===== config.mk =====
export PLATFORM = sky130hd
export DESIGN_NAME = ook_frame_repeat_packer
export DESIGN_NICKNAME = d
export VERILOG_FILES = /design/src/hdl/ofrp_pkg.sv /design/src/hdl/ofrp_ram.sv /design/src/hdl/ofrp_stream.sv /design/src/hdl/ook_frame_repeat_packer.sv
export SDC_FILE = /design/constraint.sdc
export NUM_CORES = 1
export LEC_CHECK = 0
export ABC_AREA = 1
export BUFFER_PORTS_ARGS = -buffer_cell sky130_fd_sc_hd__clkbuf_2
export CAP_MARGIN = 20
export CORE_MARGIN = 1.5
export CORE_UTILIZATION = 45
export DETAILED_ROUTE_END_ITERATION = 7
export PLACE_DENSITY = 0.62
export SETUP_SLACK_MARGIN = 0.15
export SLEW_MARGIN = 25
export SYNTH_ARGS = -nofsm -noshare
export SYNTH_HDL_FRONTEND = slang
export SYNTH_SLANG_ARGS = --single-unit

===== constraint.sdc =====
create_clock -name clk -period 4.4 [get_ports clk]
set_clock_uncertainty 0.05 [all_clocks]
set_input_delay 0.22 -clock clk [delete_from_list [all_inputs] [get_ports clk]]
set_output_delay 0.22 -clock clk [all_outputs]
set_load 0.01 [all_outputs]

===== src/hdl/ofrp_pkg.sv =====
// Shared types, codes and constants of the OOK frame repeat packer.
// No dependencies; every other file of the block refers to it by scoped names.
package ofrp_pkg;

    localparam int MAX_PATTERN_BITS_DEF = 256;
    localparam int WORD_BITS_DEF        = 32;

    // Pattern words are always 32 bits wide.
    localparam int PAT_BITS  = 32;
    localparam int PAT_SHIFT = 5;

    localparam int CMD_W      = 2;
    localparam int LOAD_IDX_W = 3;
    localparam int CFG_IDX_W  = 3;
    localparam int CFG_DATA_W = 16;
    localparam int FRAG_W     = 9;
    localparam int CNT_W      = 16;

    // Command codes
    localparam logic [CMD_W-1:0] CMD_RESTART = 2'd0;
    localparam logic [CMD_W-1:0] CMD_LOAD    = 2'd1;
    localparam logic [CMD_W-1:0] CMD_READ    = 2'd2;

    // Configuration register indexes
    localparam logic [CFG_IDX_W-1:0] CFG_FRAG_LEN   = 3'd0;
    localparam logic [CFG_IDX_W-1:0] CFG_REPS       = 3'd1;
    localparam logic [CFG_IDX_W-1:0] CFG_PAUSE      = 3'd2;
    localparam logic [CFG_IDX_W-1:0] CFG_PAUSE_LAST = 3'd3;

    typedef enum logic [1:0] {
        PH_FRAME = 2'd0,
        PH_PAUSE = 2'd1,
        PH_DONE  = 2'd2
    } phase_t;

    typedef struct packed {
        logic [FRAG_W-1:0] frag_len;
        logic [CNT_W-1:0]  reps;
        logic [CNT_W-1:0]  pause_bits;
        logic              pause_last;
    } cfg_t;

    typedef struct packed {
        logic rewind;
        logic step;
    } stream_ctl_t;

endpackage


===== src/hdl/ofrp_ram.sv =====
// Generic single-write, single-read RAM with registered read data.
// No dependencies beyond ofrp_pkg for default widths.
module ofrp_ram #(
    parameter int WIDTH  = ofrp_pkg::PAT_BITS,
    parameter int DEPTH  = ofrp_pkg::MAX_PATTERN_BITS_DEF / ofrp_pkg::PAT_BITS,
    localparam int AW    = (DEPTH > 1) ? $clog2(DEPTH) : 1
) (
    input  logic             clk,
    input  logic             wr_en,
    input  logic [AW-1:0]    wr_addr,
    input  logic [WIDTH-1:0] wr_data,
    input  logic             rd_en,
    input  logic [AW-1:0]    rd_addr,
    output logic [WIDTH-1:0] rd_data
);

    logic [WIDTH-1:0] mem_reg [DEPTH];
    logic [WIDTH-1:0] rd_data_reg;

    always_ff @(posedge clk)
    begin
        if (wr_en)
        begin
            mem_reg[wr_addr] <= wr_data;
        end
        if (rd_en)
        begin
            rd_data_reg <= mem_reg[rd_addr];
        end
    end

    assign rd_data = rd_data_reg;

endmodule


===== src/hdl/ofrp_stream.sv =====
// Stream position state and the one-bit step unit of the packer.
// Depends on ofrp_pkg (phase, config and control types).
module ofrp_stream #(
    parameter int MAX_PATTERN_BITS = ofrp_pkg::MAX_PATTERN_BITS_DEF,
    localparam int DEPTH = MAX_PATTERN_BITS / ofrp_pkg::PAT_BITS,
    localparam int AW    = (DEPTH > 1) ? $clog2(DEPTH) : 1
) (
    input  logic                          clk,
    input  logic                          rst_n,
    input  ofrp_pkg::stream_ctl_t         ctl,
    input  ofrp_pkg::cfg_t                cfg,
    input  logic [ofrp_pkg::PAT_BITS-1:0] pat_word,
    output logic                          bit_out,
    output ofrp_pkg::phase_t              phase,
    output logic [AW-1:0]                 word_idx
);

    localparam int POS_W = $clog2(MAX_PATTERN_BITS);
    localparam int LEN_W = POS_W + 1;

    ofrp_pkg::phase_t             phase_reg, phase_next;
    logic [POS_W-1:0]             pos_reg, pos_next;
    logic [ofrp_pkg::CNT_W-1:0]   pause_reg, pause_next;
    logic [ofrp_pkg::CNT_W-1:0]   rep_reg, rep_next;

    logic [LEN_W-1:0]             eff_len;
    logic [LEN_W-1:0]             pos_inc;
    logic [ofrp_pkg::CNT_W-1:0]   eff_reps;
    logic [ofrp_pkg::CNT_W-1:0]   rep_inc;
    logic [ofrp_pkg::CNT_W-1:0]   pause_inc;

    always_comb
    begin
        // Zero length acts as one bit, long frames saturate at the store size.
        if (cfg.frag_len == '0)
        begin
            eff_len = LEN_W'(1);
        end
        else if (32'(cfg.frag_len) > MAX_PATTERN_BITS)
        begin
            eff_len = LEN_W'(MAX_PATTERN_BITS);
        end
        else
        begin
            eff_len = LEN_W'(cfg.frag_len);
        end
        eff_reps  = (cfg.reps == '0) ? ofrp_pkg::CNT_W'(1) : cfg.reps;
        pos_inc   = {1'b0, pos_reg} + LEN_W'(1);
        rep_inc   = (rep_reg == '1) ? rep_reg : rep_reg + ofrp_pkg::CNT_W'(1);
        pause_inc = (pause_reg == '1) ? pause_reg : pause_reg + ofrp_pkg::CNT_W'(1);

        phase_next = phase_reg;
        pos_next   = pos_reg;
        pause_next = pause_reg;
        rep_next   = rep_reg;

        if (ctl.rewind)
        begin
            phase_next = ofrp_pkg::PH_FRAME;
            pos_next   = '0;
            pause_next = '0;
            rep_next   = '0;
        end
        else if (ctl.step)
        begin
            unique case (phase_reg)
                ofrp_pkg::PH_FRAME:
                begin
                    if (pos_inc >= eff_len)
                    begin
                        pos_next = '0;
                        rep_next = rep_inc;
                        if ((rep_inc >= eff_reps) &&
                            (!cfg.pause_last || (cfg.pause_bits == '0)))
                        begin
                            phase_next = ofrp_pkg::PH_DONE;
                        end
                        else if (cfg.pause_bits == '0)
                        begin
                            phase_next = ofrp_pkg::PH_FRAME;
                        end
                        else
                        begin
                            phase_next = ofrp_pkg::PH_PAUSE;
                            pause_next = '0;
                        end
                    end
                    else
                    begin
                        pos_next = pos_inc[POS_W-1:0];
                    end
                end
                ofrp_pkg::PH_PAUSE:
                begin
                    pause_next = pause_inc;
                    if (pause_inc >= cfg.pause_bits)
                    begin
                        pos_next   = '0;
                        phase_next = (rep_reg >= eff_reps) ? ofrp_pkg::PH_DONE
                                                           : ofrp_pkg::PH_FRAME;
                    end
                end
                ofrp_pkg::PH_DONE:
                begin
                end
                default:
                begin
                end
            endcase
        end
    end

    always_ff @(posedge clk or negedge rst_n)
    begin
        if (!rst_n)
        begin
            phase_reg <= ofrp_pkg::PH_FRAME;
            pos_reg   <= '0;
            pause_reg <= '0;
            rep_reg   <= '0;
        end
        else
        begin
            phase_reg <= phase_next;
            pos_reg   <= pos_next;
            pause_reg <= pause_next;
            rep_reg   <= rep_next;
        end
    end

    assign bit_out  = (phase_reg == ofrp_pkg::PH_FRAME) ?
                      pat_word[pos_reg[ofrp_pkg::PAT_SHIFT-1:0]] : 1'b0;
    assign phase    = phase_reg;
    assign word_idx = AW'(pos_reg >> ofrp_pkg::PAT_SHIFT);

endmodule


===== src/hdl/ook_frame_repeat_packer.sv =====
// Top level of the OOK frame repeat packer: command sequencer, registers,
// output register. Depends on ofrp_pkg, ofrp_ram and ofrp_stream.
//
// Usage: the input channel (in_valid/in_ready) takes one command beat with
// cmd, load_index and load_word. Restart rewinds the stream, load writes one
// 32-bit pattern word, read produces the next WORD_BITS stream bits, bit 0
// first. Every command gives exactly one beat on the output channel
// (out_valid/out_ready) with out_word, counted and finished.
// Configuration registers are written through cfg_valid/cfg_ready with
// cfg_index and cfg_data; cfg_ready is always high. Write them only while
// no command is in flight.
// Sequence: restart, load and unused commands pass through S_POST to the
// output register. A read shifts in WORD_BITS stream bits in S_RUN at one
// bit per cycle, held for a registered RAM read whenever the frame needs a
// pattern word other than the one held, as after reset, after a load or on
// entering another word; a completed stream goes straight to S_POST.
// A new command is accepted while a finished result waits in the output
// register; the sequencer stalls only when it must hand over a new result.
// Reset: stream rewound, registers at their defaults, pattern store
// undefined until loaded.
module ook_frame_repeat_packer #(
    parameter int MAX_PATTERN_BITS = ofrp_pkg::MAX_PATTERN_BITS_DEF,
    parameter int WORD_BITS        = ofrp_pkg::WORD_BITS_DEF
) (
    input  logic                              clk,
    input  logic                              rst_n,
    input  logic                              in_valid,
    output logic                              in_ready,
    input  logic [ofrp_pkg::CMD_W-1:0]        cmd,
    input  logic [ofrp_pkg::LOAD_IDX_W-1:0]   load_index,
    input  logic [ofrp_pkg::PAT_BITS-1:0]     load_word,
    output logic                              out_valid,
    input  logic                              out_ready,
    output logic [WORD_BITS-1:0]              out_word,
    output logic                              counted,
    output logic                              finished,
    input  logic                              cfg_valid,
    output logic                              cfg_ready,
    input  logic [ofrp_pkg::CFG_IDX_W-1:0]    cfg_index,
    input  logic [ofrp_pkg::CFG_DATA_W-1:0]   cfg_data
);

    localparam int DEPTH  = MAX_PATTERN_BITS / ofrp_pkg::PAT_BITS;
    localparam int AW     = (DEPTH > 1) ? $clog2(DEPTH) : 1;
    localparam int BCNT_W = $clog2(WORD_BITS);

    typedef enum logic [1:0] {
        S_IDLE,
        S_RUN,
        S_POST
    } state_t;

    state_t                  state_reg, state_next;
    logic [WORD_BITS-1:0]    word_reg, word_next;
    logic                    counted_reg, counted_next;
    logic [BCNT_W-1:0]       cnt_reg, cnt_next;
    logic                    fetch_ok_reg, fetch_ok_next;
    logic [AW-1:0]           fetch_idx_reg, fetch_idx_next;
    logic                    out_valid_reg, out_valid_next;
    logic [WORD_BITS-1:0]    out_word_reg, out_word_next;
    logic                    out_counted_reg, out_counted_next;
    logic                    out_finished_reg, out_finished_next;

    ofrp_pkg::cfg_t          cfg_reg;

    ofrp_pkg::stream_ctl_t   ctl;
    ofrp_pkg::phase_t        phase;
    logic                    bit_out;
    logic [AW-1:0]           word_idx;
    logic [ofrp_pkg::PAT_BITS-1:0] pat_word;

    logic                    in_accept;
    logic                    ld_ok;
    logic                    need_fetch;
    logic                    wr_en;
    logic                    rd_en;

    // Configuration registers; the write port never stalls.
    assign cfg_ready = 1'b1;

    always_ff @(posedge clk or negedge rst_n)
    begin
        if (!rst_n)
        begin
            cfg_reg.frag_len   <= ofrp_pkg::FRAG_W'(1);
            cfg_reg.reps       <= ofrp_pkg::CNT_W'(1);
            cfg_reg.pause_bits <= '0;
            cfg_reg.pause_last <= 1'b0;
        end
        else if (cfg_valid && cfg_ready)
        begin
            unique case (cfg_index)
                ofrp_pkg::CFG_FRAG_LEN:   cfg_reg.frag_len   <= cfg_data[ofrp_pkg::FRAG_W-1:0];
                ofrp_pkg::CFG_REPS:       cfg_reg.reps       <= cfg_data[ofrp_pkg::CNT_W-1:0];
                ofrp_pkg::CFG_PAUSE:      cfg_reg.pause_bits <= cfg_data[ofrp_pkg::CNT_W-1:0];
                ofrp_pkg::CFG_PAUSE_LAST: cfg_reg.pause_last <= cfg_data[0];
                default:
                begin
                end
            endcase
        end
    end

    // Pattern store: written by load commands, read while the step unit holds
    // whenever the frame position needs a word other than the one held.
    ofrp_ram #(
        .WIDTH (ofrp_pkg::PAT_BITS),
        .DEPTH (DEPTH)
    ) u_ram (
        .clk     (clk),
        .wr_en   (wr_en),
        .wr_addr (AW'(load_index)),
        .wr_data (load_word),
        .rd_en   (rd_en),
        .rd_addr (word_idx),
        .rd_data (pat_word)
    );

    // Shared step unit: advances the stream by one bit per step.
    ofrp_stream #(
        .MAX_PATTERN_BITS (MAX_PATTERN_BITS)
    ) u_stream (
        .clk      (clk),
        .rst_n    (rst_n),
        .ctl      (ctl),
        .cfg      (cfg_reg),
        .pat_word (pat_word),
        .bit_out  (bit_out),
        .phase    (phase),
        .word_idx (word_idx)
    );

    assign in_ready  = (state_reg == S_IDLE);
    assign in_accept = in_valid && in_ready;
    // Loads beyond the store are dropped.
    assign ld_ok     = (32'(load_index) < DEPTH);
    // The word held at the RAM output must match the frame position.
    assign need_fetch = (phase == ofrp_pkg::PH_FRAME) &&
                        (!fetch_ok_reg || (fetch_idx_reg != word_idx));

    always_comb
    begin
        state_next        = state_reg;
        word_next         = word_reg;
        counted_next      = counted_reg;
        cnt_next          = cnt_reg;
        fetch_ok_next     = fetch_ok_reg;
        fetch_idx_next    = fetch_idx_reg;
        out_valid_next    = out_valid_reg;
        out_word_next     = out_word_reg;
        out_counted_next  = out_counted_reg;
        out_finished_next = out_finished_reg;
        ctl               = '0;
        wr_en             = 1'b0;
        rd_en             = 1'b0;

        // Drop the output beat once the receiver takes it.
        if (out_valid_reg && out_ready)
        begin
            out_valid_next = 1'b0;
        end

        unique case (state_reg)
            S_IDLE:
            begin
                if (in_accept)
                begin
                    word_next    = '0;
                    counted_next = 1'b0;
                    cnt_next     = '0;
                    state_next   = S_POST;
                    unique case (cmd)
                        ofrp_pkg::CMD_RESTART:
                        begin
                            ctl.rewind = 1'b1;
                        end
                        ofrp_pkg::CMD_LOAD:
                        begin
                            wr_en         = ld_ok;
                            fetch_ok_next = 1'b0;
                        end
                        ofrp_pkg::CMD_READ:
                        begin
                            // A complete stream yields an uncounted zero word.
                            if (phase != ofrp_pkg::PH_DONE)
                            begin
                                counted_next = 1'b1;
                                state_next   = S_RUN;
                            end
                        end
                        default:
                        begin
                        end
                    endcase
                end
            end
            S_RUN:
            begin
                if (need_fetch)
                begin
                    // Hold the step while the RAM read lands.
                    rd_en          = 1'b1;
                    fetch_ok_next  = 1'b1;
                    fetch_idx_next = word_idx;
                end
                else
                begin
                    // Advance one bit; shift it in at the top so the first
                    // bit ends at bit 0.
                    ctl.step  = 1'b1;
                    word_next = {bit_out, word_reg[WORD_BITS-1:1]};
                    cnt_next  = cnt_reg + BCNT_W'(1);
                    if (cnt_reg == BCNT_W'(WORD_BITS - 1))
                    begin
                        state_next = S_POST;
                    end
                end
            end
            S_POST:
            begin
                if (!out_valid_reg || out_ready)
                begin
                    out_valid_next    = 1'b1;
                    out_word_next     = word_reg;
                    out_counted_next  = counted_reg;
                    out_finished_next = (phase == ofrp_pkg::PH_DONE);
                    state_next        = S_IDLE;
                end
            end
            default:
            begin
                state_next = S_IDLE;
            end
        endcase
    end

    always_ff @(posedge clk or negedge rst_n)
    begin
        if (!rst_n)
        begin
            state_reg        <= S_IDLE;
            word_reg         <= '0;
            counted_reg      <= 1'b0;
            cnt_reg          <= '0;
            fetch_ok_reg     <= 1'b0;
            fetch_idx_reg    <= '0;
            out_valid_reg    <= 1'b0;
            out_word_reg     <= '0;
            out_counted_reg  <= 1'b0;
            out_finished_reg <= 1'b0;
        end
        else
        begin
            state_reg        <= state_next;
            word_reg         <= word_next;
            counted_reg      <= counted_next;
            cnt_reg          <= cnt_next;
            fetch_ok_reg     <= fetch_ok_next;
            fetch_idx_reg    <= fetch_idx_next;
            out_valid_reg    <= out_valid_next;
            out_word_reg     <= out_word_next;
            out_counted_reg  <= out_counted_next;
            out_finished_reg <= out_finished_next;
        end
    end

    assign out_valid = out_valid_reg;
    assign out_word  = out_word_reg;
    assign counted   = out_counted_reg;
    assign finished  = out_finished_reg;

endmodule


==> results_dict.tcl <==
set metrics [dict create \
    instances_no_fill 2758 \
    timing.max_slew.rel_slack_pct 36.03 \
    hold_class "in -> reg" \
    grt_max_degree 98 \
    synthCells 1989 \
    clk_pin_slew_ns 0.06 \
    syn_avg_cell_area_um2 10.13 \
    p_leak_uw 0.009629 \
    fin_nets 2249 \
    layout-drive-gt1-share_pct 10.62 \
    coreArea_um2 44220 \
    wl_um 45540 \
    worstPathArrival_ns 3.83 \
    io_pins 98 \
    drc 0 \
    drt-initial-drc-count 1194 \
    num_antenna_cells 0 \
    antenna_found_initial 0 \
    num_vias 14350 \
    synth_nets 2112 \
    io_buffers 96 \
    placed_cells 2612 \
    largest_reg_flops 256 \
    synth_top_area_share_pct 42.94 \
    maxSlewViolCount 0 \
    die_x_um 214.6 \
    synth_top_family_by_area "simple AND/OR/NAND/NOR gates" \
    clk_latency_ns 0.59 \
    max_freq_ghz 0.2955 \
    die_h_um 214.6 \
    synthMuxAreaShare_pct 0 \
    ir_drop_uv 333.9 \
    grt-ovfl-total 0 \
    setup_viol 0 \
    synth_compound_area_share_pct 11.04 \
    finalSetupTns_ns 0 \
    hold_slack_ns 0.04650 \
    cp-start-kind "flop" \
    cts_buffer_depth 3 \
    hold_viol_final 0 \
    yosys.area_share.xor_xnor_pct 1.000 \
    synth_top_cell_by_area "edfxtp_1" \
    end_kind "flop" \
    tightest_slew_ns 0.9569 \
    numCtsBuffers 49 \
    dieArea_um2 46030 \
    track_usage_pct 20.15 \
    post-route-period-util_pct 76.91 \
    synth_area_leaders "edfxtp_1 (43%), dfrtp_1 (20%), nand2_1 (6.4%)" \
    maxCapViolCount 0 \
    vias_per_cell 5.201 \
    required_ns 4.85 \
    grt_pass1_wl_um 74560 \
    synthDistinctLibCells 41 \
    rows 77 \
    cts_resized 0 \
    final_cell_mix "nand2_1 (341), nor2_1 (309), edfxtp_1 (288)" \
    area_delta_synth_final_pct 16.29 \
    htreeDepth 2 \
    cts.sink_count 451 \
    synthAdderAreaFrac_pct 3.852 \
    hpwl_um 27840 \
    worstPathMaxFanout 22 \
    grt_pass1_vias 14270 \
    yosysWarnings 0 \
    ys_ff_latch 451 \
    cts_tree "built" \
    final_common_cell "nand2_1" \
    drtAntennaViolNets 0 \
    critical_path_class "reg -> reg" \
    syn_area_um2 20140 \
    dr.pass1.iters 5 \
    initial_core_util_pct 45.54 \
    yosysSeqAreaShare_pct 63.21 \
    p_per_area_nw_per_um2 443.5 \
    wl_per_cell_um 16.51 \
    grt_setup_unrepaired "false" \
    period_needed_ns 3.384 \
    cts.root.buffer_cell "clkbuf_16" \
    synth-simple-area-share_pct 15.76 \
    place_congestion 0.8598 \
    status "completed" \
]
==> critical path, stage by stage, from the launching register on <==
cell and delay, ns:
dfrtp_1 0.77, ha_1 0.29, nand3_1 0.14, nor2_1 0.15, xor2_1 0.23, ha_1 0.28
nand2_1 0.08, nand2_1 0.05, a21oi_1 0.14, nand4_1 0.17, nand2_1 0.25, nand2_1 0.32
inv_1 0.23, nand2_1 0.07, o21ai_0 0.08
==> synth_stat cells, drive strengths merged <==
cell and count:
a21o 2, a21oi 41, a22o 2, a31o 1, a31oi 32, a41o 1
and3 1, buf 16, clkbuf 71, conb 1, dfrtp 161, dfstp 2
edfxtp 288, ha 62, inv 180, nand2 346, nand3 45, nand3b 3
nand4 32, nor2 317, nor3 20, nor4 9, o2111ai 1, o211ai 3
o21a 1, o21ai 260, o21bai 1, o22ai 67, xnor2 2, xor2 21
==> power breakdown <==
part,switching [µW],leakage [µW],total (µW),internal [µW]
Combinational,952,0.00405,1410,456
Clock,1670,0.000790,4100,2430
Sequential,173,0.00479,4880,4710
Total,2790,0.00963,10400,7590
==> area by class of cell <==
| type | instances | area [µm²] |
|---|---|---|
| clock buffers | 70 | 1419 |
| clock inverters | 21 | 214.0 |
| fillers | 3912 | 20800 |
| inverters | 180 | 676.9 |
| multi-input cells | 1271 | 6432 |
| flip-flops and latches | 451 | 12730 |
| well taps | 592 | 740.7 |
| repair buffers | 173 | 1202 |
==> metal layers <==
layer  track usage (%)  part of all wire (%)
met5                 0                     0
met4             6.620                   2.4
met3             3.206                   4.5
met2             34.12                    48
met1             26.53                    45
==> timing repair <==
| item | CTS | global route |
|---|---|---|
| endpoints found under the hold margin | 397 | 0 |
| hold buffers | 55 | 0 |
| setup buffers | 0 | 0 |
==> through the flow <==
step	area, µm²	power (µW)	util (%)	worst slack [ns]
final	23420	10390	52.96	1.016
after global placement	21230	6280	48.01	1.162
after detailed placement	21230	6320	48.01	1.024
after floorplan	20140	5910	-	0.5858
after CTS	23420	10490	52.95	1.014
after global routing	23420	10900	52.96	0.6388
==> cells by family after synthesis <==
logic type / count (synthesis)
other: 1
XOR/XNOR: 23
AO/OA/AOI/OAI: 412
buffers and inverters: 267
adder cells (fa/ha/maj): 62
AND/OR/NAND/NOR: 773
flip-flops: 451
==> path summary, 6_finish.rpt <==
path,slack [ns],depth (start not counted),startpoint,endpoint
worst min register to register,0.43,2,out_word[31]$_DFFE_PN0P_,out_word[31]$_DFFE_PN0P_
worst max-delay path,1.02,14,u_stream.pos_reg[0]$_DFFE_PN0P_,u_stream.rep_reg[12]$_DFFE_PN0P_
worst min-delay path,0.05,3,cfg_index[0],cfg_reg[0]$_DFFE_PN0P_
worst max register to register,1.02,14,u_stream.pos_reg[0]$_DFFE_PN0P_,u_stream.rep_reg[12]$_DFFE_PN0P_
min in group asynchronous,0.23,2,rst_n,cfg_reg[31]$_DFFE_PN0P_
max in group asynchronous,2.97,3,rst_n,cfg_reg[23]$_DFFE_PN0P_
No activity file was read; power rests on OpenSTA's default activity.
